### config.mk
export PLATFORM = sky130hd
export DESIGN_NAME = relay_io_register_controller
export DESIGN_NICKNAME = d
export VERILOG_FILES = /design/src/rioc_pkg.sv /design/src/relay_io_register_controller.sv /design/src/rioc_front.sv /design/src/rioc_queue.sv /design/src/rioc_back.sv
export SDC_FILE = /design/constraint.sdc
export NUM_CORES = 1
export LEC_CHECK = 0
export BUFFER_PORTS_ARGS = -buffer_cell sky130_fd_sc_hd__clkbuf_2
export CORE_MARGIN = 2
export CORE_UTILIZATION = 33
export DETAILED_ROUTE_END_ITERATION = 7
export GPL_ROUTABILITY_DRIVEN = 0
export PLACE_DENSITY = 0.51
export SYNTH_ARGS = -nofsm -noshare
export SYNTH_HDL_FRONTEND = slang
export SYNTH_SLANG_ARGS = --single-unit
### constraint.sdc
create_clock -name clk -period 7.2 [get_ports clk]
set_input_delay 0.36 -clock clk [delete_from_list [all_inputs] [get_ports clk]]
set_output_delay 0.36 -clock clk [all_outputs]
set_load 0.1 [all_outputs]
### src/rioc_pkg.sv
`default_nettype none

package rioc_pkg;

    // Command codes carried on the opcode field
    typedef enum logic [2:0] {
        OP_POLL      = 3'd0,
        OP_READ      = 3'd1,
        OP_WRITE     = 3'd2,
        OP_WRITE_BIT = 3'd3,
        OP_PULSE     = 3'd4,
        OP_SUBSCRIBE = 3'd5,
        OP_TICK      = 3'd6
    } op_t;

    // Result kinds carried on the kind field
    typedef enum logic [2:0] {
        KIND_NONE   = 3'd0,
        KIND_VALUE  = 3'd1,
        KIND_SUB    = 3'd2,
        KIND_CHANGE = 3'd3,
        KIND_ERROR  = 3'd4
    } kind_t;

    // Classified request, as handed from the front end to the executor
    typedef struct packed {
        op_t        op;
        logic [7:0] addr;
        logic       hit_inputs;
        logic       hit_relays;
        logic       num_ok;
        logic [2:0] bit_idx;
        logic [7:0] bit_sel;
        logic [7:0] data;
        logic [7:0] mask;
        logic       lc;
        logic [7:0] ms;
        logic [7:0] inputs;
    } cmd_t;

    // One result item, without last and relay port
    typedef struct packed {
        kind_t      kind;
        logic [7:0] addr;
        logic [7:0] value;
        logic       canc;
    } res_t;

endpackage

`default_nettype wire

### src/relay_io_register_controller.sv
// Relay and opto-input register block: eight active-low opto inputs, eight relays.
// Request channel (in_valid/in_ready): one command per request, carrying opcode,
// reg_addr, data_value, write_mask, relay_number, level_or_cancel, pulse_ms and
// the raw opto_pins_n sampled with that request.
// Result channel (out_valid/out_ready): each request yields one result, or two
// for a poll that sees both the input byte and the relay byte changed; last
// marks the final result of a request, relay_port_n is the relay drive after it.
// A request goes into the queue first, then its result into the output register.
// Throughput: one request per cycle while out_ready stays high; a two-result poll
// holds the executor until its held second result reaches the output register.
// The front end decodes each request into a short queue (QUEUE_DEPTH entries);
// the executor drains it into one output register plus one hold register.
// When the receiver stalls, the result stays put, the executor stops, and the
// queue fills; in_ready drops only once the queue is full.
// Reset clears all relays, subscriptions, the pulse timer, the queue and the
// output stage; relay_port_n is only meaningful while out_valid is high.
`default_nettype none

module relay_io_register_controller #(
    parameter logic [7:0] ADDR_INPUTS = 8'd0,
    parameter logic [7:0] ADDR_RELAYS = 8'd1,
    parameter int         QUEUE_DEPTH = 2
) (
    input  wire logic       clk,
    input  wire logic       rst_n,
    input  wire logic       in_valid,
    output logic            in_ready,
    input  wire logic [2:0] opcode,
    input  wire logic [7:0] reg_addr,
    input  wire logic [7:0] data_value,
    input  wire logic [7:0] write_mask,
    input  wire logic [7:0] relay_number,
    input  wire logic       level_or_cancel,
    input  wire logic [7:0] pulse_ms,
    input  wire logic [7:0] opto_pins_n,
    output logic            out_valid,
    input  wire logic       out_ready,
    output logic [2:0]      kind,
    output logic [7:0]      result_addr,
    output logic [7:0]      result_value,
    output logic            cancelled,
    output logic            last,
    output logic [7:0]      relay_port_n
);

    logic           q_full;
    logic           push;
    logic           pop;
    logic           q_valid;
    rioc_pkg::cmd_t push_cmd;
    rioc_pkg::cmd_t head_cmd;

    // Decode and accept requests
    rioc_front #(
        .ADDR_INPUTS(ADDR_INPUTS),
        .ADDR_RELAYS(ADDR_RELAYS)
    ) u_front (
        .in_valid        (in_valid),
        .in_ready        (in_ready),
        .opcode          (opcode),
        .reg_addr        (reg_addr),
        .data_value      (data_value),
        .write_mask      (write_mask),
        .relay_number    (relay_number),
        .level_or_cancel (level_or_cancel),
        .pulse_ms        (pulse_ms),
        .opto_pins_n     (opto_pins_n),
        .q_full          (q_full),
        .push            (push),
        .cmd             (push_cmd)
    );

    // Decouple decode from execution
    rioc_queue #(
        .DEPTH(QUEUE_DEPTH)
    ) u_queue (
        .clk      (clk),
        .rst_n    (rst_n),
        .push     (push),
        .push_cmd (push_cmd),
        .full     (q_full),
        .pop      (pop),
        .q_valid  (q_valid),
        .head     (head_cmd)
    );

    // Execute against relay, subscription and pulse state; drive results
    rioc_back #(
        .ADDR_INPUTS(ADDR_INPUTS),
        .ADDR_RELAYS(ADDR_RELAYS)
    ) u_back (
        .clk          (clk),
        .rst_n        (rst_n),
        .q_valid      (q_valid),
        .cmd          (head_cmd),
        .pop          (pop),
        .out_valid    (out_valid),
        .out_ready    (out_ready),
        .kind         (kind),
        .result_addr  (result_addr),
        .result_value (result_value),
        .cancelled    (cancelled),
        .last         (last),
        .relay_port_n (relay_port_n)
    );

endmodule

`default_nettype wire

### src/rioc_front.sv
`default_nettype none

module rioc_front #(
    parameter logic [7:0] ADDR_INPUTS = 8'd0,
    parameter logic [7:0] ADDR_RELAYS = 8'd1
) (
    input  wire logic           in_valid,
    output logic                in_ready,
    input  wire logic [2:0]     opcode,
    input  wire logic [7:0]     reg_addr,
    input  wire logic [7:0]     data_value,
    input  wire logic [7:0]     write_mask,
    input  wire logic [7:0]     relay_number,
    input  wire logic           level_or_cancel,
    input  wire logic [7:0]     pulse_ms,
    input  wire logic [7:0]     opto_pins_n,
    input  wire logic           q_full,
    output logic                push,
    output rioc_pkg::cmd_t      cmd
);

    logic [7:0] inv;
    logic [2:0] idx;

    assign in_ready = !q_full;
    assign push     = in_valid && in_ready;

    // Invert the opto pins and swap bits 2 and 3 into logical order
    assign inv = ~opto_pins_n;
    assign idx = relay_number[2:0] - 3'd1;

    always_comb
    begin
        cmd.op         = rioc_pkg::op_t'(opcode);
        cmd.addr       = reg_addr;
        cmd.hit_inputs = (reg_addr == ADDR_INPUTS);
        cmd.hit_relays = (reg_addr == ADDR_RELAYS);
        cmd.num_ok     = (relay_number != 8'd0) && (relay_number <= 8'd8);
        cmd.bit_idx    = idx;
        cmd.bit_sel    = 8'd1 << idx;
        cmd.data       = data_value;
        cmd.mask       = write_mask;
        cmd.lc         = level_or_cancel;
        cmd.ms         = pulse_ms;
        cmd.inputs     = {inv[7:4], inv[2], inv[3], inv[1:0]};
    end

endmodule

`default_nettype wire

### src/rioc_queue.sv
`default_nettype none

module rioc_queue #(
    parameter int DEPTH = 2
) (
    input  wire logic           clk,
    input  wire logic           rst_n,
    input  wire logic           push,
    input  wire rioc_pkg::cmd_t push_cmd,
    output logic                full,
    input  wire logic           pop,
    output logic                q_valid,
    output rioc_pkg::cmd_t      head
);

    localparam int PTR_W = (DEPTH > 1) ? $clog2(DEPTH) : 1;
    localparam int CNT_W = $clog2(DEPTH + 1);

    rioc_pkg::cmd_t     mem [DEPTH];
    logic [PTR_W-1:0]   wr_ptr_reg, wr_ptr_next;
    logic [PTR_W-1:0]   rd_ptr_reg, rd_ptr_next;
    logic [CNT_W-1:0]   count_reg, count_next;

    assign full    = (count_reg == CNT_W'(DEPTH));
    assign q_valid = (count_reg != '0);
    assign head    = mem[rd_ptr_reg];

    always_comb
    begin
        wr_ptr_next = wr_ptr_reg;
        rd_ptr_next = rd_ptr_reg;
        count_next  = count_reg;
        if (push)
        begin
            wr_ptr_next = (wr_ptr_reg == PTR_W'(DEPTH - 1)) ? '0 : wr_ptr_reg + 1'b1;
        end
        if (pop)
        begin
            rd_ptr_next = (rd_ptr_reg == PTR_W'(DEPTH - 1)) ? '0 : rd_ptr_reg + 1'b1;
        end
        if (push && !pop)
        begin
            count_next = count_reg + 1'b1;
        end
        else if (pop && !push)
        begin
            count_next = count_reg - 1'b1;
        end
    end

    always_ff @(posedge clk or negedge rst_n)
    begin
        if (!rst_n)
        begin
            wr_ptr_reg <= '0;
            rd_ptr_reg <= '0;
            count_reg  <= '0;
        end
        else
        begin
            wr_ptr_reg <= wr_ptr_next;
            rd_ptr_reg <= rd_ptr_next;
            count_reg  <= count_next;
        end
    end

    always_ff @(posedge clk)
    begin
        if (push)
        begin
            mem[wr_ptr_reg] <= push_cmd;
        end
    end

endmodule

`default_nettype wire

### src/rioc_back.sv
`default_nettype none

module rioc_back #(
    parameter logic [7:0] ADDR_INPUTS = 8'd0,
    parameter logic [7:0] ADDR_RELAYS = 8'd1
) (
    input  wire logic           clk,
    input  wire logic           rst_n,
    input  wire logic           q_valid,
    input  wire rioc_pkg::cmd_t cmd,
    output logic                pop,
    output logic                out_valid,
    input  wire logic           out_ready,
    output logic [2:0]          kind,
    output logic [7:0]          result_addr,
    output logic [7:0]          result_value,
    output logic                cancelled,
    output logic                last,
    output logic [7:0]          relay_port_n
);

    // Architectural state
    logic [7:0] relay_reg,     relay_next;
    logic       in_watch_reg,  in_watch_next;
    logic [7:0] in_seen_reg,   in_seen_next;
    logic       rly_watch_reg, rly_watch_next;
    logic [7:0] rly_seen_reg,  rly_seen_next;
    logic       pulse_on_reg,  pulse_on_next;
    logic [7:0] pulse_left_reg, pulse_left_next;
    logic [2:0] pulse_idx_reg, pulse_idx_next;

    // Output stage and the held second result of a poll
    logic                out_valid_reg;
    rioc_pkg::res_t      out_res_reg;
    logic                out_last_reg;
    logic [7:0]          out_port_reg;
    logic                pend_valid_reg;
    rioc_pkg::res_t      pend_res_reg;

    rioc_pkg::res_t      first, second;
    logic                has_second;
    logic                in_chg;
    logic                slot_free;
    logic [7:0]          port_next;

    assign slot_free = !out_valid_reg || out_ready;
    assign pop       = q_valid && slot_free && !pend_valid_reg;

    assign out_valid    = out_valid_reg;
    assign kind         = out_res_reg.kind;
    assign result_addr  = out_res_reg.addr;
    assign result_value = out_res_reg.value;
    assign cancelled    = out_res_reg.canc;
    assign last         = out_last_reg;
    assign relay_port_n = out_port_reg;

    // Active-low relay port: high nibble straight, low nibble reversed
    assign port_next = ~{relay_next[7:4], relay_next[0], relay_next[1],
                         relay_next[2], relay_next[3]};

    always_comb
    begin
        relay_next      = relay_reg;
        in_watch_next   = in_watch_reg;
        in_seen_next    = in_seen_reg;
        rly_watch_next  = rly_watch_reg;
        rly_seen_next   = rly_seen_reg;
        pulse_on_next   = pulse_on_reg;
        pulse_left_next = pulse_left_reg;
        pulse_idx_next  = pulse_idx_reg;
        first      = '{kind: rioc_pkg::KIND_NONE, addr: 8'd0, value: 8'd0, canc: 1'b0};
        second     = first;
        has_second = 1'b0;
        in_chg     = in_watch_reg && (cmd.inputs != in_seen_reg);

        case (cmd.op)
            rioc_pkg::OP_POLL:
            begin
                if (in_chg)
                begin
                    in_seen_next = cmd.inputs;
                    first = '{kind: rioc_pkg::KIND_CHANGE, addr: ADDR_INPUTS,
                              value: cmd.inputs, canc: 1'b0};
                end
                if (rly_watch_reg && (relay_reg != rly_seen_reg))
                begin
                    rly_seen_next = relay_reg;
                    if (in_chg)
                    begin
                        has_second = 1'b1;
                        second = '{kind: rioc_pkg::KIND_CHANGE, addr: ADDR_RELAYS,
                                   value: relay_reg, canc: 1'b0};
                    end
                    else
                    begin
                        first = '{kind: rioc_pkg::KIND_CHANGE, addr: ADDR_RELAYS,
                                  value: relay_reg, canc: 1'b0};
                    end
                end
            end
            rioc_pkg::OP_READ:
            begin
                if (cmd.hit_inputs)
                begin
                    first = '{kind: rioc_pkg::KIND_VALUE, addr: cmd.addr,
                              value: cmd.inputs, canc: 1'b0};
                end
                else if (cmd.hit_relays)
                begin
                    first = '{kind: rioc_pkg::KIND_VALUE, addr: cmd.addr,
                              value: relay_reg, canc: 1'b0};
                end
                else
                begin
                    first = '{kind: rioc_pkg::KIND_ERROR, addr: cmd.addr,
                              value: 8'd0, canc: 1'b0};
                end
            end
            rioc_pkg::OP_WRITE:
            begin
                if (cmd.hit_relays)
                begin
                    relay_next = (relay_reg & ~cmd.mask) | (cmd.data & cmd.mask);
                end
            end
            rioc_pkg::OP_WRITE_BIT:
            begin
                if (cmd.hit_relays && cmd.num_ok)
                begin
                    relay_next = cmd.lc ? (relay_reg | cmd.bit_sel)
                                        : (relay_reg & ~cmd.bit_sel);
                end
            end
            rioc_pkg::OP_PULSE:
            begin
                if (cmd.hit_relays && cmd.num_ok && (cmd.ms != 8'd0) && !pulse_on_reg)
                begin
                    pulse_idx_next  = cmd.bit_idx;
                    pulse_left_next = cmd.ms;
                    pulse_on_next   = 1'b1;
                    relay_next      = relay_reg ^ cmd.bit_sel;
                end
            end
            rioc_pkg::OP_SUBSCRIBE:
            begin
                if (cmd.hit_inputs)
                begin
                    in_watch_next = !cmd.lc;
                    in_seen_next  = cmd.lc ? 8'd0 : cmd.inputs;
                    first = '{kind: rioc_pkg::KIND_SUB, addr: cmd.addr,
                              value: cmd.inputs, canc: cmd.lc};
                end
                else if (cmd.hit_relays)
                begin
                    rly_watch_next = !cmd.lc;
                    rly_seen_next  = cmd.lc ? 8'd0 : relay_reg;
                    first = '{kind: rioc_pkg::KIND_SUB, addr: cmd.addr,
                              value: relay_reg, canc: cmd.lc};
                end
                else
                begin
                    first = '{kind: rioc_pkg::KIND_ERROR, addr: cmd.addr,
                              value: 8'd0, canc: 1'b1};
                end
            end
            rioc_pkg::OP_TICK:
            begin
                if (pulse_on_reg)
                begin
                    pulse_left_next = pulse_left_reg - 8'd1;
                    if (pulse_left_reg == 8'd1)
                    begin
                        relay_next    = relay_reg ^ (8'd1 << pulse_idx_reg);
                        pulse_on_next = 1'b0;
                    end
                end
            end
            default:
            begin
                first = '{kind: rioc_pkg::KIND_NONE, addr: 8'd0, value: 8'd0, canc: 1'b0};
            end
        endcase
    end

    // Commit state only when a request leaves the queue
    always_ff @(posedge clk or negedge rst_n)
    begin
        if (!rst_n)
        begin
            relay_reg      <= '0;
            in_watch_reg   <= 1'b0;
            in_seen_reg    <= '0;
            rly_watch_reg  <= 1'b0;
            rly_seen_reg   <= '0;
            pulse_on_reg   <= 1'b0;
            pulse_left_reg <= '0;
            pulse_idx_reg  <= '0;
            out_valid_reg  <= 1'b0;
            pend_valid_reg <= 1'b0;
        end
        else
        begin
            if (pop)
            begin
                relay_reg      <= relay_next;
                in_watch_reg   <= in_watch_next;
                in_seen_reg    <= in_seen_next;
                rly_watch_reg  <= rly_watch_next;
                rly_seen_reg   <= rly_seen_next;
                pulse_on_reg   <= pulse_on_next;
                pulse_left_reg <= pulse_left_next;
                pulse_idx_reg  <= pulse_idx_next;
                out_valid_reg  <= 1'b1;
                pend_valid_reg <= has_second;
            end
            else if (slot_free && pend_valid_reg)
            begin
                out_valid_reg  <= 1'b1;
                pend_valid_reg <= 1'b0;
            end
            else if (out_ready)
            begin
                out_valid_reg <= 1'b0;
            end
        end
    end

    // Result payload; the relay port stays as it was for the held result
    always_ff @(posedge clk)
    begin
        if (pop)
        begin
            out_res_reg  <= first;
            out_last_reg <= !has_second;
            out_port_reg <= port_next;
            pend_res_reg <= second;
        end
        else if (slot_free && pend_valid_reg)
        begin
            out_res_reg  <= pend_res_reg;
            out_last_reg <= 1'b1;
        end
    end

endmodule

`default_nettype wire
After elaboration in Yosys (flattened, before gate mapping)
Memories as Yosys holds them, arrays and structs flattened.
Index checks and enable logic that the tools add are counted.
- add/subtract/negate cells: 6
- multipliers: 0
- divide/modulo/power cells: 0
- $lt $le $gt $ge: 1
- equal/unequal tests: 18
- shift operators: 2
- muxes and demuxes: 50
- bitwise logic cells: 12
- reductions and logical operators: 40
- operators with widths (kind ; number):
    $mux 20 ; 7
    $mux 8 ; 15
    $pmux 20 s3 ; 1
    $mux 19 ; 3
    $pmux 8 s2 ; 3
    $not 8->8 ; 4
    $pmux 8 s4 ; 1
    $and 8x8->8 ; 3
    $mux 1 ; 17
    $eq 8x1->1 const B ; 2
    $ne 8x8->1 ; 2
    $or 8x8->8 ; 2
    $reduce_bool 8->1 ; 2
    $shl 1x3->8 const A ; 2
    $xor 8x8->8 ; 2
    $logic_and 1x1->1 ; 12
    $reduce_and 3->1 ; 4
    $reduce_and 4->1 ; 3
    $ne 2x1->1 const B ; 5
    $reduce_bool 2->1 ; 5
    $eq 3x3->1 const B ; 3
    $le 8x4->1 const B ; 1
    $logic_not 1->1 ; 8
    $logic_not 8->1 ; 1
    17 further kinds ; 21
- flip-flop bits (word level): 93
- bits in latches: 0
- RAM bits: 116
- memory bits (read-only): 0
- input bits: 56
- output and inout port bits: 31
- memories: 1
- memory list (memory ; words ; width ; read ports ; clocked after memory_dff ; wr ports ; RTL line ; text):
    u_queue.mem ; 2 ; 58 ; 1 ; 0 ; 1 ; rioc_queue.sv:19 ; rioc_pkg::cmd_t mem [DEPTH];

Longest topological paths before layout
Gate-level depths: netlist of the first run.
An unclocked memory read counts as a cell.
- word-level depth: 8
- gate-level depth with buffers: 11
- depth with buffers taken out: 8

By module
A second synthesis of the first run with hierarchy kept.
- cells, all modules: 725
- area, all modules: 9670.5 sq um
- modules (own cells, without submodules) (module ; times used ; cells each ; area each (sq um)):
    rioc_back ; 1 ; 455 ; 4752.1
    rioc_queue ; 1 ; 197 ; 4420.5
    rioc_front ; 1 ; 73 ; 498.0

Least setup slack after synthesis of the first run
OpenSTA, ideal clock, no wires.
- path type: reg2reg
- from: register u_queue.count_reg[0]
- to: memory u_queue.mem[0][0] (netlist bit), enable pin
- setup time: 474 ps
- data arrival time: 4087 ps
- data required time: 6726 ps
- slack: 2639 ps
- stages on the path, launching flop included: 5
- buffers on the path: 1
- clock period less this slack: 4561 ps
- cell sequence: dfrtp_1 -> clkbuf_1 -> nand2b_1 -> nand2_1 -> nor2_1
- cells in the longest elaborated chain, start to end: 5
- RTL lines (element ; RTL line ; text):
    from (decl) ; rioc_queue.sv:22 ; logic [CNT_W-1:0] count_reg, count_next;
    from (signal assigned) ; rioc_queue.sv:63 ; count_reg <= count_next;
    $eq 2x2->1 ; rioc_queue.sv:24 ; assign full = (count_reg == CNT_W'(DEPTH));
    $logic_not 1->1 ; rioc_front.sv:25 ; assign in_ready = !q_full;
    net in_ready ; relay_io_register_controller.sv:27 ; output logic in_ready,
    $logic_and 1x1->1 ; rioc_front.sv:26 ; assign push = in_valid && in_ready;
    $mux 1 ; rioc_queue.sv:69 ; if (push)
    $mux 1 (not written as such) ; rioc_queue.sv:71 ; mem[wr_ptr_reg] <= push_cmd;
    to (decl) ; rioc_queue.sv:19 ;
The timed path passes the listed nets, and every way through them passes these cells.

Worst setup path after layout of the first run
- from: register u_queue.rd_ptr_reg
- to: register u_back.rly_seen_reg[6]
- cells in the longest elaborated chain, start to end: 5
- RTL lines (element ; RTL line ; text):
    from (decl) ; rioc_queue.sv:21 ; logic [PTR_W-1:0] rd_ptr_reg, rd_ptr_next;
    from (signal assigned) ; rioc_queue.sv:62 ; rd_ptr_reg <= rd_ptr_next;
    $mem_v2 2x58 * ; n/a ;
    $mux 8 ; rioc_back.sv:156 ; rly_seen_next = cmd.lc ? 8'd0 : relay_reg;
    $mux 8 ; rioc_back.sv:153 ; else if (cmd.hit_relays)
    $mux 8 ; rioc_back.sv:146 ; if (cmd.hit_inputs)
    $pmux 8 s2 ; rioc_back.sv:76 ; case (cmd.op)
    to (signal assigned) ; rioc_back.sv:209 ; rly_seen_reg <= rly_seen_next;
    to (decl) ; rioc_back.sv:27 ; logic [7:0] rly_seen_reg, rly_seen_next;
Every way passes the cells marked *; elsewhere a longest branch is shown, timed or not. The select of a mux whose other input is x is not followed.
A chain may end at the register's enable or synchronous reset.

==> results.txt, run 1 <==
Setup violations remaining at the end of the flow were counted as 0. The library cell with the largest summed area after synthesis is edfxtp_1. The worst ir drop on vdd came out at 0.1608 mV. The average footprint of a synthesized cell was 12.65 um^2; the post-detailed-route DRC marker count was 0.

STA classifies the critical path startpoint as a flop. Number of max-slew violations in the final report: 0. The endpoint arrival time on the critical path is 3.98 ns, and the flip-flop count of the largest register, all copies and words added is 116. For the worst setup path, the data required time is 7.48 ns. The setup check on the worst reg-to-reg path leaves a slack of 3.50 ns.

The die covers 29690 um^2. Based on the critical path, the design can be clocked at up to 0.2704 GHz. The region available for standard cell placement spans 27860 um^2. The power per standard cell area is 474.3 nW/um^2, and the area overhead of the layout relative to synthesis is 14.67%. Setup repair after global routing left no endpoint under its margin. The share of the yosys chip area belonging to registers is 0.6124, and the aggregate negative setup slack is 0 ns.

The first detailed-routing pass ran for 5 iterations. The standard cell with the maximum stage delay on the critical path is buf_4. The clock reaches the later pin of the worst-skew pair after 0.44 ns. The count of buffer and inverter cells on the critical path was 1. Summing over every cut layer, the via total after detailed routing is 6033.

On the worst path, the slowest cell contributes a delay of 0.77 ns. Height of the die: 172.3 um. The first global-routing pass estimated 33090 um of wire. The logs give 0.3356 for the effective utilization at floorplan and 198 for the count of clock tree sinks.

The run gives 0 as the number of routed nets with antenna violations. The tree is rooted in a clkbuf_16. The ratio of final minimum period to clock period is 0.5136.

The clock-pin slew on the worst setup and hold paths was 0.07 ns. The aggregate global-route resource usage was 0.1478. The classification of the worst setup path was flop to flop. The post-synthesis sequential element count is 198. The synthesized net count was 803; the slew of the pin with the lowest slew margin was 1.191 ns.

87 I/O pins were placed. Hold repair after CTS inserted 0 buffers. Endpoint of the most critical register-to-register path: u_back.rly_seen_reg[6]. The routed length per instance is 17.31 um, and the wire length after detailed routing is 20920 um. Synthesis handed over a netlist of 739 instances.

For the number of buffers created by CTS, the log shows 17. TritonCTS built the clock tree. Post-layout minimum cycle time: 3.698 ns. The via count normalized by instance count works out to 4.994.

Summing every instance area after synthesis gives 9349 um^2. The hold violation total from the final report was 0. Walking the worst path, the cells encountered are buf_4, mux2i_2, nand3_1, nor2_2, o21ai_2, mux2i_1. The run gives 0 as the initial antenna violation count.

After synthesis, the cell types taking the most area are edfxtp_1 (49%), dfrtp_1 (12%), mux2i_1 (7.4%), nor2_1 (2.2%), o21ai_0 (2.1%). The tools report the number of global-route vias before repair as 5873. The number of buffers added on ports works out to 86. Along the worst path, the maximum fanout reaches 64.

The number of cell instances on the worst register-to-register path works out to 6. For the number of setup buffers added after CTS, the log shows 0. The analysis attributes to cell leakage a power of 4.080 nW. The final layout contains 881 nets. The utilization of the core after routing is 0.3848, and the number of warnings reported in the yosys synthesis log is 0.

Broken down by cell family, the worst path's largest delay share belongs to simple AND/OR/NAND/NOR gates. The area share of the leading cell type in the synthesized netlist was 0.4946; the clock tree skew after final layout was 0.02633 ns. The placed wire-length estimate after detailed placement is 14340 um, and the relative max-transition margin is 0.2005. The startpoint identified for the worst register-to-register timing path is u_queue.rd_ptr_reg.

The die span in x is 172.3 um. The tools report the number of unique standard cell types used by synthesis as 66. The synthesized design contains 154 enable-type register cells. The layout cell share with drive strength beyond 1 was 0.1964; the largest net degree at the start of global routing was 65. After the first detailed-routing iteration, the DRC count stood at 511. The async set-or-reset flop fraction in the synthesized netlist came out at 0.2222. For the number of H-tree levels, the log shows 4.

The number of antenna cells inserted is 0. The post-cts repair resize count came out at 0. For the residual overflow from global routing, the log shows 0. The type of the worst min-delay path was primary input to asynchronous set/reset pin. Largest buffer count on any clock path: 2. The flow ran to the end, and the final reports show no timing, DRC or antenna violations. Most used flip-flop cell after synthesis: edfxtp_1.

The endpoint type of the worst setup path was a flop. The logs give 0 for the max capacitance violation total and 61 for the site row count.
layer usage:
layer  vias to the layer above  GRT usage  wire (um)
met3                        16    0.02884        883
li1                       2952          -          -
met5                         -          0          0
met1                      2915     0.2086      10300
met2                       150     0.2328       9471
met4                         0    0.04019        258
metrics by stage:
stage                     hold slack, ns  instances  total power, W  instance area, um^2  setup slack, ns
after floorplan                  0.06441        739        0.003694                 9349            2.639
after global placement            0.4987       1176        0.004195                10150            3.614
after detailed placement          0.5037       1176        0.004201                10150            3.535
after CTS                        0.02783       1208        0.005132                10720            3.531
after global routing             0.07521       1208        0.005402                10720            3.155
final                            0.01295       1208        0.005085                10720            3.502
power breakdown:
| group | switching (W) | internal (W) | leakage [nW] |
|---|---|---|---|
| Sequential | 0.000294 | 0.00168 | 1.98 |
| Combinational | 0.00156 | 0.000644 | 1.83 |
| Clock | 0.000436 | 0.000472 | 0.266 |
| Total | 0.00229 | 0.00280 | 4.08 |
cell families (layout without fill, tap and decap cells):
logic type                 after synthesis  in the layout  synth area share
and+or+nand+nor                        200            200            0.1151
DFF                                    198            198            0.6124
AOI/OAI and AO/OA                      165            165            0.1187
muxes                                   84             84           0.09221
buffers and inverters                   61            152           0.02931
xor gates and xnor gates                23             23           0.02155
adders and majority gates                8              8           0.01071
worst reg2reg max path: cells and delay by family, from the launching register on:
family	cells	cell delay (ns)
and+or+nand+nor	2	1.12
muxes	2	0.78
buffers and inverters	1	0.77
DFF	1	0.53
AOI/OAI and AO/OA	1	0.34
cell usage after synthesis (11+ instances only):
cell	count
inv_1	25
buf_2	12
mux2i_1	69
edfxtp_1	154
dfrtp_1	44
mux2_2	14
xnor2_1	12
a21oi_1	33
o21ai_0	39
nor4_1	14
o22ai_1	14
and3_1	11
xor2_1	11
and2_1	17
nand2_1	40
clkbuf_1	17
nor2_1	56
a31oi_1	15
layout by cell type (no fill, tap or decap), types with 3 or more instances in the layout:
cell	instances
or3_1	7
a22o_1	6
xnor2_1	12
a211o_1	6
inv_1	25
mux2_2	14
clkinv_4	3
nand3_1	8
inv_6	3
and2_1	17
nand3b_1	4
nor2b_1	3
o21ai_0	39
nor3_1	9
nand2b_1	6
nor4_1	14
clkinvlp_4	4
clkbuf_2	86
ha_1	8
a21oi_1	33
dfrtp_1	43
nor2_1	54
nand4_1	6
xor2_1	11
clkbuf_16	18
edfxtp_1	154
o311a_1	8
a211oi_1	9
mux2i_1	69
a31oi_1	15
o31a_1	8
o22ai_1	14
and3_1	10
o21ai_1	9
nand2_1	40
buf_4	8
worst max path at each step:
stage | startpoint | end | slack, ns | depth (start not counted)
2_1_floorplan | u_queue.count_reg[0] | u_queue.mem[0][0] | 2.64 | 4
3_3_place_gp | u_queue.rd_ptr_reg | u_back.rly_seen_reg[1] | 3.61 | 6
3_5_place_dp | u_queue.rd_ptr_reg | u_back.rly_seen_reg[3] | 3.53 | 6
4_1_cts | u_queue.rd_ptr_reg | u_back.rly_seen_reg[6] | 3.53 | 6
5_1_grt | u_queue.rd_ptr_reg | u_back.rly_seen_reg[5] | 3.16 | 6
6_report | u_queue.rd_ptr_reg | u_back.rly_seen_reg[6] | 3.50 | 6
cell type report:
cell class | instances | area (um^2)
clock inverters | 13 | 115.1
well taps | 378 | 473.0
inverters | 26 | 97.59
fillers | 2673 | 17140
repair buffers | 94 | 490.5
flip-flops and latches | 198 | 5729
multi-input cells | 480 | 3361
clock buffers | 19 | 454.2
No activity file was read; power rests on OpenSTA's default activity.
==> run 2, diff against run 1 <==
==> constraint.sdc (replaced) <==
create_clock -name clk -period 3.6 [get_ports clk]
set_input_delay 0.18 -clock clk [delete_from_list [all_inputs] [get_ports clk]]
set_output_delay 0.18 -clock clk [all_outputs]
set_load 0.1 [all_outputs]
==> results.txt, run 2 (same netlist as run 1, synthesis figures left out) <==
The startpoint kind of the worst setup timing path is a flop. The library cell used most frequently in the layout, excluding fill and tap cells, is edfxtp_1. Number of buffers created by CTS: 17 (unchanged). The number of routed nets with antenna violations was 0 (unchanged). The tools report the residual overflow from global routing as 0 (unchanged). For the cell leakage power, the log shows 4.387 nW (+7.5%).

The logs give 0 (unchanged) for the number of max-slew violations in the final report and 0.3416 GHz (+26%) for the maximum frequency from static timing analysis. The met1 track demand over resource in global routing is 0.2224 (+0.01380), and the largest net degree at the start of global routing is 59 (-9.2%). The height of the die was 172.3 um (unchanged); the number of global-route vias before repair was 6074 (+3.4%). The classification of the worst setup path was flop to flop.

The number of H-tree levels came out at 4 (unchanged). The wire length of the first global-routing pass is 34390 um (+3.9%). The logs give 0.01043 W (+110%) for the total chip power and 3.92 ns (-3.56 ns) for the required time at the endpoint of the critical path.

The tightest min-delay check is of the primary input to flop type. The number of antenna cells inserted is 0 (unchanged). The top cell types in the final layout, fill and taps aside, are edfxtp_1 (154), clkbuf_2 (86), mux2i_1 (69), nor2_1 (54), dlygate4sd3_1 (45). Broken down by cell family, the worst path's largest delay share belongs to compound AO/OA/AOI/OAI gates. Endpoint type of the worst setup path: a flop. The post-cts repair resize count was 0 (unchanged); the flip-flop count of the largest register, all copies and words added was 116 (unchanged). Met3 track demand over resource: 0.02449 (-0.004349). TritonCTS built the clock tree.

The top fanout value on the critical path is 38 (-41%), and the endpoint arrival time on the critical path is 3.25 ns (-0.73 ns). The tools report the met2 demand-to-capacity share in global routing as 0.2387 (+0.005937). The run finished with clean final reports.

Setup repair after global routing left no endpoint under its margin. The I/O pin count was 87 (unchanged); the effective utilization at floorplan was 0.3356 (unchanged). Among all stages on the critical path, the largest delay is contributed by dfrtp_4. The logs give 0 ns (unchanged) for the aggregate negative setup slack and 0.1541 (+0.006279) for the aggregate global-route resource usage.

Die span in x: 172.3 um (unchanged). The count of nets after finishing is 948 (+7.6%), and the delay of the slowest cell on the worst path is 0.66 ns (-0.11 ns). Slew of the pin with the lowest slew margin: 1.171 ns (-0.02020 ns). For the post-detailed-route DRC marker count, the log shows 0 (unchanged). The tree is rooted in a clkbuf_16. The wire length after detailed routing is 22180 um (+6.0%). The via count normalized by instance count is 4.954 (-0.81%).

The number of buffers added on ports came out at 86 (unchanged). The run gives 15420 um (+7.6%) as the placed wire-length estimate after detailed placement. The layer flagged by global routing as most heavily used is met2. The max capacitance violation total came out at 0 (unchanged).

Count of buffer and inverter cells on the critical path: 1 (unchanged). For the detailed-route via count, the log shows 6316 (+4.7%). For the total setup violations reported at the end of the flow, the log shows 0 (unchanged). The run gives 0 (unchanged) as the initial antenna violation count. The count of clock tree sinks came out at 198 (unchanged). The clock-pin slew on the worst setup and hold paths works out to 0.08 ns (about the same). The hold violation total from the final report was 0 (unchanged). The DRC violation total after the first TritonRoute iteration was 491 (-3.9%); the post-layout minimum cycle time was 2.927 ns (-0.7704 ns). The run gives 61 (unchanged) as the site row count. Largest buffer count on any clock path: 2 (unchanged). The logs give 0.43 ns (about the same) for the insertion delay of the later-clocked pin in the worst-skew pair and 29690 um^2 (unchanged) for the overall die area.

The layout cell share with drive strength beyond 1 was 0.2062 (+0.009857); the clock tree skew after final layout was 0.01090 ns (-0.01543 ns). The area of the core was 27860 um^2 (unchanged); the number of iterations in the first detailed-routing pass was 5 (unchanged). The power per standard cell area was 919.2 nW/um^2 (+94%); the relative max-transition margin was 0.2184 (+0.01796). From synthesis to final layout, the design area changed by 21.43%. The ratio of final minimum period to clock period is 0.8131 (+0.2996).

Routed length per instance: 17.40 um (+0.48%). For the worst ir drop on vdd, the log shows 0.2677 mV (+66%). Walking the worst path, the cells encountered are buf_4, nand3b_1, nand4_4, a21oi_4, o21ai_0, a22o_2.
[run 2: routing by layer]
layer / vias up / part of all wire
li1: 3087 / -
met1: 3090 / 0.49
met2: 126 / 0.46
met3: 13 / 0.037
met4: 0 / 0.011
met5: - / 0
[run 2: tightest hold or removal path: cells and delay by family]
| kind | cells | cell delay, ns |
|---|---|---|
| and+or+nand+nor | 1 | 0.14 |
| xor gates and xnor gates | 1 | 0.08 |
| buffers and inverters | 1 | 0.09 |
[run 2: report_power, final]
group	switching [W]	internal (W)	total, W
sequential	0.000472	0.00336	0.00383
clock	0.000897	0.000930	0.00183
combinational	0.00332	0.00146	0.00478
total	0.00469	0.00575	0.0104
[run 2: worst paths after layout]
check / startpoint / to / slack [ns] / cells past startpoint
max: u_queue.rd_ptr_reg / u_back.pulse_left_reg[2] / 0.67 / 6
min: in_valid / u_queue.wr_ptr_reg / 0.10 / 3
max reg2reg: u_queue.rd_ptr_reg / u_back.pulse_left_reg[2] / 0.67 / 6
min reg2reg: u_back.in_seen_reg[4] / u_back.in_seen_reg[4] / 0.53 / 1
max in group asynchronous: rst_n / u_queue.count_reg[1] / 2.48 / 3
min in group asynchronous: rst_n / u_back.pulse_idx_reg[0] / 0.38 / 2
[run 2: area by class of cell]
class                      instances  area (um^2)
inverter                          26        97.59
timing repair buffer             161         1131
sequential                       198         5729
multi-input combinational        480         3361
clock inverter                    13        117.6
clock buffer                      19        442.9
fill                            2675        16510
tap                              378        473.0
[run 2: per-stage QoR]
stage | util | hold WS (ns) | std cells | cell area [um^2] | setup slack, ns
2_1_floorplan | - | -0.1156 | 739 | 9351 | 0.00009193
3_3_place_gp | 0.3712 | 0.3357 | 1198 | 10340 | 0.7059
3_5_place_dp | 0.3712 | 0.3224 | 1198 | 10340 | 0.6698
4_1_cts | 0.4075 | 0.08684 | 1275 | 11350 | 0.6610
5_1_grt | 0.4075 | 0.1265 | 1275 | 11350 | 0.4963
6_report | 0.4075 | 0.1041 | 1275 | 11350 | 0.6728
[run 2: repair_timing]
| item | CTS | global route |
|---|---|---|
| hold buffers | 45 | 0 |
| setup buffers | 0 | 0 |
| endpoints found under the hold margin | 116 | 0 |
==> run 3, diff against run 2 <==
==> constraint.sdc (replaced) <==
create_clock -name clk -period 3.1 [get_ports clk]
set_input_delay 0.155 -clock clk [delete_from_list [all_inputs] [get_ports clk]]
set_output_delay 0.155 -clock clk [all_outputs]
set_load 0.1 [all_outputs]
==> results.txt, run 3 (same netlist as run 1, synthesis figures left out) <==
The run finished with clean final reports. The logs give 482 (-1.8%) for the DRC violation total after the first TritonRoute iteration and 0 (unchanged) for the hold violation total from the final report. met2 is the most crowded layer.

The largest net degree at the start of global routing is 59 (unchanged), and the flip-flop count of the largest register, all copies and words added is 116 (unchanged). The tools report the cell leakage power as 4.461 nW (+1.7%). The count of nets after finishing is 963 (+1.6%), and the number of max-slew violations in the final report is 0 (unchanged). The logs give 0.3765 GHz (+10%) for the maximum frequency from static timing analysis and 198 (unchanged) for the count of clock tree sinks.

The relative max-transition margin is 0.5890 (+0.3706), and the wire length after detailed routing is 22340 um (+0.73%). The die span in x came out at 172.3 um (unchanged). From synthesis to final layout, the design area changed by 22.58%.

Walking the worst path, the cells encountered are mux2i_1, xor2_1, nand4_1, o21a_1, a31oi_4, mux2_2. The effective utilization at floorplan was 0.3356 (unchanged); the layout cell share with drive strength beyond 1 was 0.2193 (+0.01306). The aggregate negative setup slack was 0 ns (unchanged). The number of global-route vias before repair is 6187 (+1.9%), and the top fanout value on the critical path is 30 (-21%). For the met3 track demand over resource, the log shows 0.02930 (+0.004807). The number of routed nets with antenna violations is 0 (unchanged), and the clock-pin slew on the worst setup and hold paths is 0.07 ns (about the same). Clock tree synthesis selected as its root buffer the cell clkbuf_16. The routed length per instance is 17.32 um (-0.44%). The largest buffer count on any clock path is 2 (unchanged). The tools report the number of antenna cells inserted as 0 (unchanged). Tracing the worst setup path back leads to its startpoint at u_queue.rd_ptr_reg. In the layout the commonest cells are edfxtp_1 (154), clkbuf_2 (86), mux2i_1 (69), nor2_1 (54), dlygate4sd3_1 (45). The classification of the worst setup path was flop to flop. The delay of the slowest cell on the worst path is 0.70 ns (+0.04 ns), and the ratio of final minimum period to clock period is 0.8569 (+0.04374). The insertion delay of the later-clocked pin in the worst-skew pair is 0.43 ns (about the same).

The run gives 6436 (+1.9%) as the detailed-route via count. Setup repair after global routing left no endpoint under its margin. The met1 track demand over resource in global routing was 0.2264 (+0.004021). Origin of the worst min-delay path: in_valid. The kind of cell with the highest combined delay along the critical path is multiplexers. Overall die area: 29690 um^2 (unchanged). Number of buffers created by CTS: 17 (unchanged). Number of iterations in the first detailed-routing pass: 5 (unchanged). In this run the worst hold path is classified as primary input to flop. Required time at the endpoint of the critical path: 3.41 ns (-0.51 ns).

The count of buffer and inverter cells on the critical path came out at 0 (-1). The post-layout minimum cycle time is 2.656 ns (-0.2710 ns), and the height of the die is 172.3 um (unchanged). The via count normalized by instance count was 4.989 (+0.72%). The slew of the pin with the lowest slew margin was 0.6164 ns (-0.5547 ns); the final non-filler cell total was 1290 (+1.2%). The run gives 87 (unchanged) as the I/O pin count.

Leaving out fill and tap cells, the most frequent cell in the layout is edfxtp_1. The total instance count after detailed placement is 1213 (+1.3%), and the total setup violations reported at the end of the flow is 0 (unchanged). Number of H-tree levels: 4 (unchanged). For this design, the slowest cell found on the critical path is dfrtp_4.

The tools report the clock tree skew after final layout as 0.009936 ns (-0.0009660 ns). TritonCTS built the clock tree. The max capacitance violation total is 0 (unchanged). The startpoint kind of the worst setup timing path was a flop. For the wire length of the first global-routing pass, the log shows 34690 um (+0.86%). The residual overflow from global routing is 0 (unchanged), and the placed wire-length estimate after detailed placement is 15420 um (about the same). The tools report the met2 demand-to-capacity share in global routing as 0.2406 (+0.001921).

The initial antenna violation count was 0 (unchanged); the number of buffers added on ports was 86 (unchanged). For the aggregate global-route resource usage, the log shows 0.1560 (+0.001907). The number of filler cells placed in the layout was 2646 (-1.1%). The post-detailed-route DRC marker count was 0 (unchanged); the worst ir drop on vdd was 0.3694 mV (+38%). The worst setup path is captured at a flop.

The site row count was 61 (unchanged). The startpoint identified for the worst register-to-register timing path is u_queue.rd_ptr_reg. The endpoint arrival time on the critical path is 2.97 ns (-0.28 ns), and the area of the core is 27860 um^2 (unchanged). The power per standard cell area was 1066 nW/um^2 (+16%).
-- run 3: cell types whose count changed in the layout (fill, tap and decap cells not counted) --
cell / before / now
inv_8: 4 / 3
inv_6: 2 / 5
clkinvlp_4: 2 / 1
buf_4: 28 / 43
clkinv_4: 4 / 2
clkinv_2: 1 / 2
-- run 3: per-layer routing --
layer  up-vias  share of wire
met2       177           0.46
met4         0         0.0097
met1      3122           0.48
li1       3125              -
met5         -              0
met3        12          0.052
-- run 3: area by class of cell --
class / instances / area, um^2 / share of cell area
Sequential cell: 198 / 5729 / 0.4999
Multi-Input combinational cell: 480 / 3361 / 0.2933
Timing Repair Buffer: 176 / 1244 / 0.1085
Tap cell: 378 / 473.0 / 0.04127
Clock buffer: 19 / 442.9 / 0.03865
Clock inverter: 13 / 112.6 / 0.009826
Inverter: 26 / 97.59 / 0.008516
-- run 3: through the flow --
stage | area (um^2) | hold slack (ns) | worst slack, ns | power, W | util
2_1_floorplan | 9358 | -0.1406 | 0.1094 | 0.008567 | -
3_3_place_gp | 10450 | 0.1522 | 0.5027 | 0.01009 | 0.3753
3_5_place_dp | 10450 | 0.1629 | 0.4401 | 0.01012 | 0.3753
4_1_cts | 11460 | 0.06128 | 0.4239 | 0.01232 | 0.4114
5_1_grt | 11460 | 0.09067 | 0.2828 | 0.01296 | 0.4114
6_report | 11460 | 0.07981 | 0.4437 | 0.01221 | 0.4114
-- run 3: timing repair --
item / CTS / global route
resized for setup: 0 / 0
hold buffers: 45 / 0
buffers inserted: 0 / 0
endpoints found under the hold margin: 104 / 0
-- run 3: path summary, 6_finish.rpt --
kind                            depth (start not counted)                         end  slack (ns)
worst max register to register                          6       u_back.in_seen_reg[2]        0.44
min in group asynchronous                               2      u_back.rly_seen_reg[5]        0.26
worst min-delay path                                    3          u_queue.wr_ptr_reg        0.08
worst max-delay path                                    6       u_back.in_seen_reg[2]        0.44
worst min register to register                          1        u_back.rly_watch_reg        0.52
max in group asynchronous                               3  asynchronous set/reset pin        2.22
-- run 3: where the power goes --
part / total (W) / internal, W / switching [W] / leakage, nW
Sequential: 0.00446 / 0.00390 / 0.000567 / 1.98
Combinational: 0.00563 / 0.00178 / 0.00385 / 2.20
Clock: 0.00212 / 0.00108 / 0.00104 / 0.275
Total: 0.0122 / 0.00675 / 0.00546 / 4.46
-- run 3: worst min-delay path: cells and delay by family --
| family | cells | cell delay [ns] |
|---|---|---|
| XOR/XNOR | 1 | 0.08 |
| buffers and inverters | 1 | 0.09 |
| AND/OR/NAND/NOR | 1 | 0.14 |
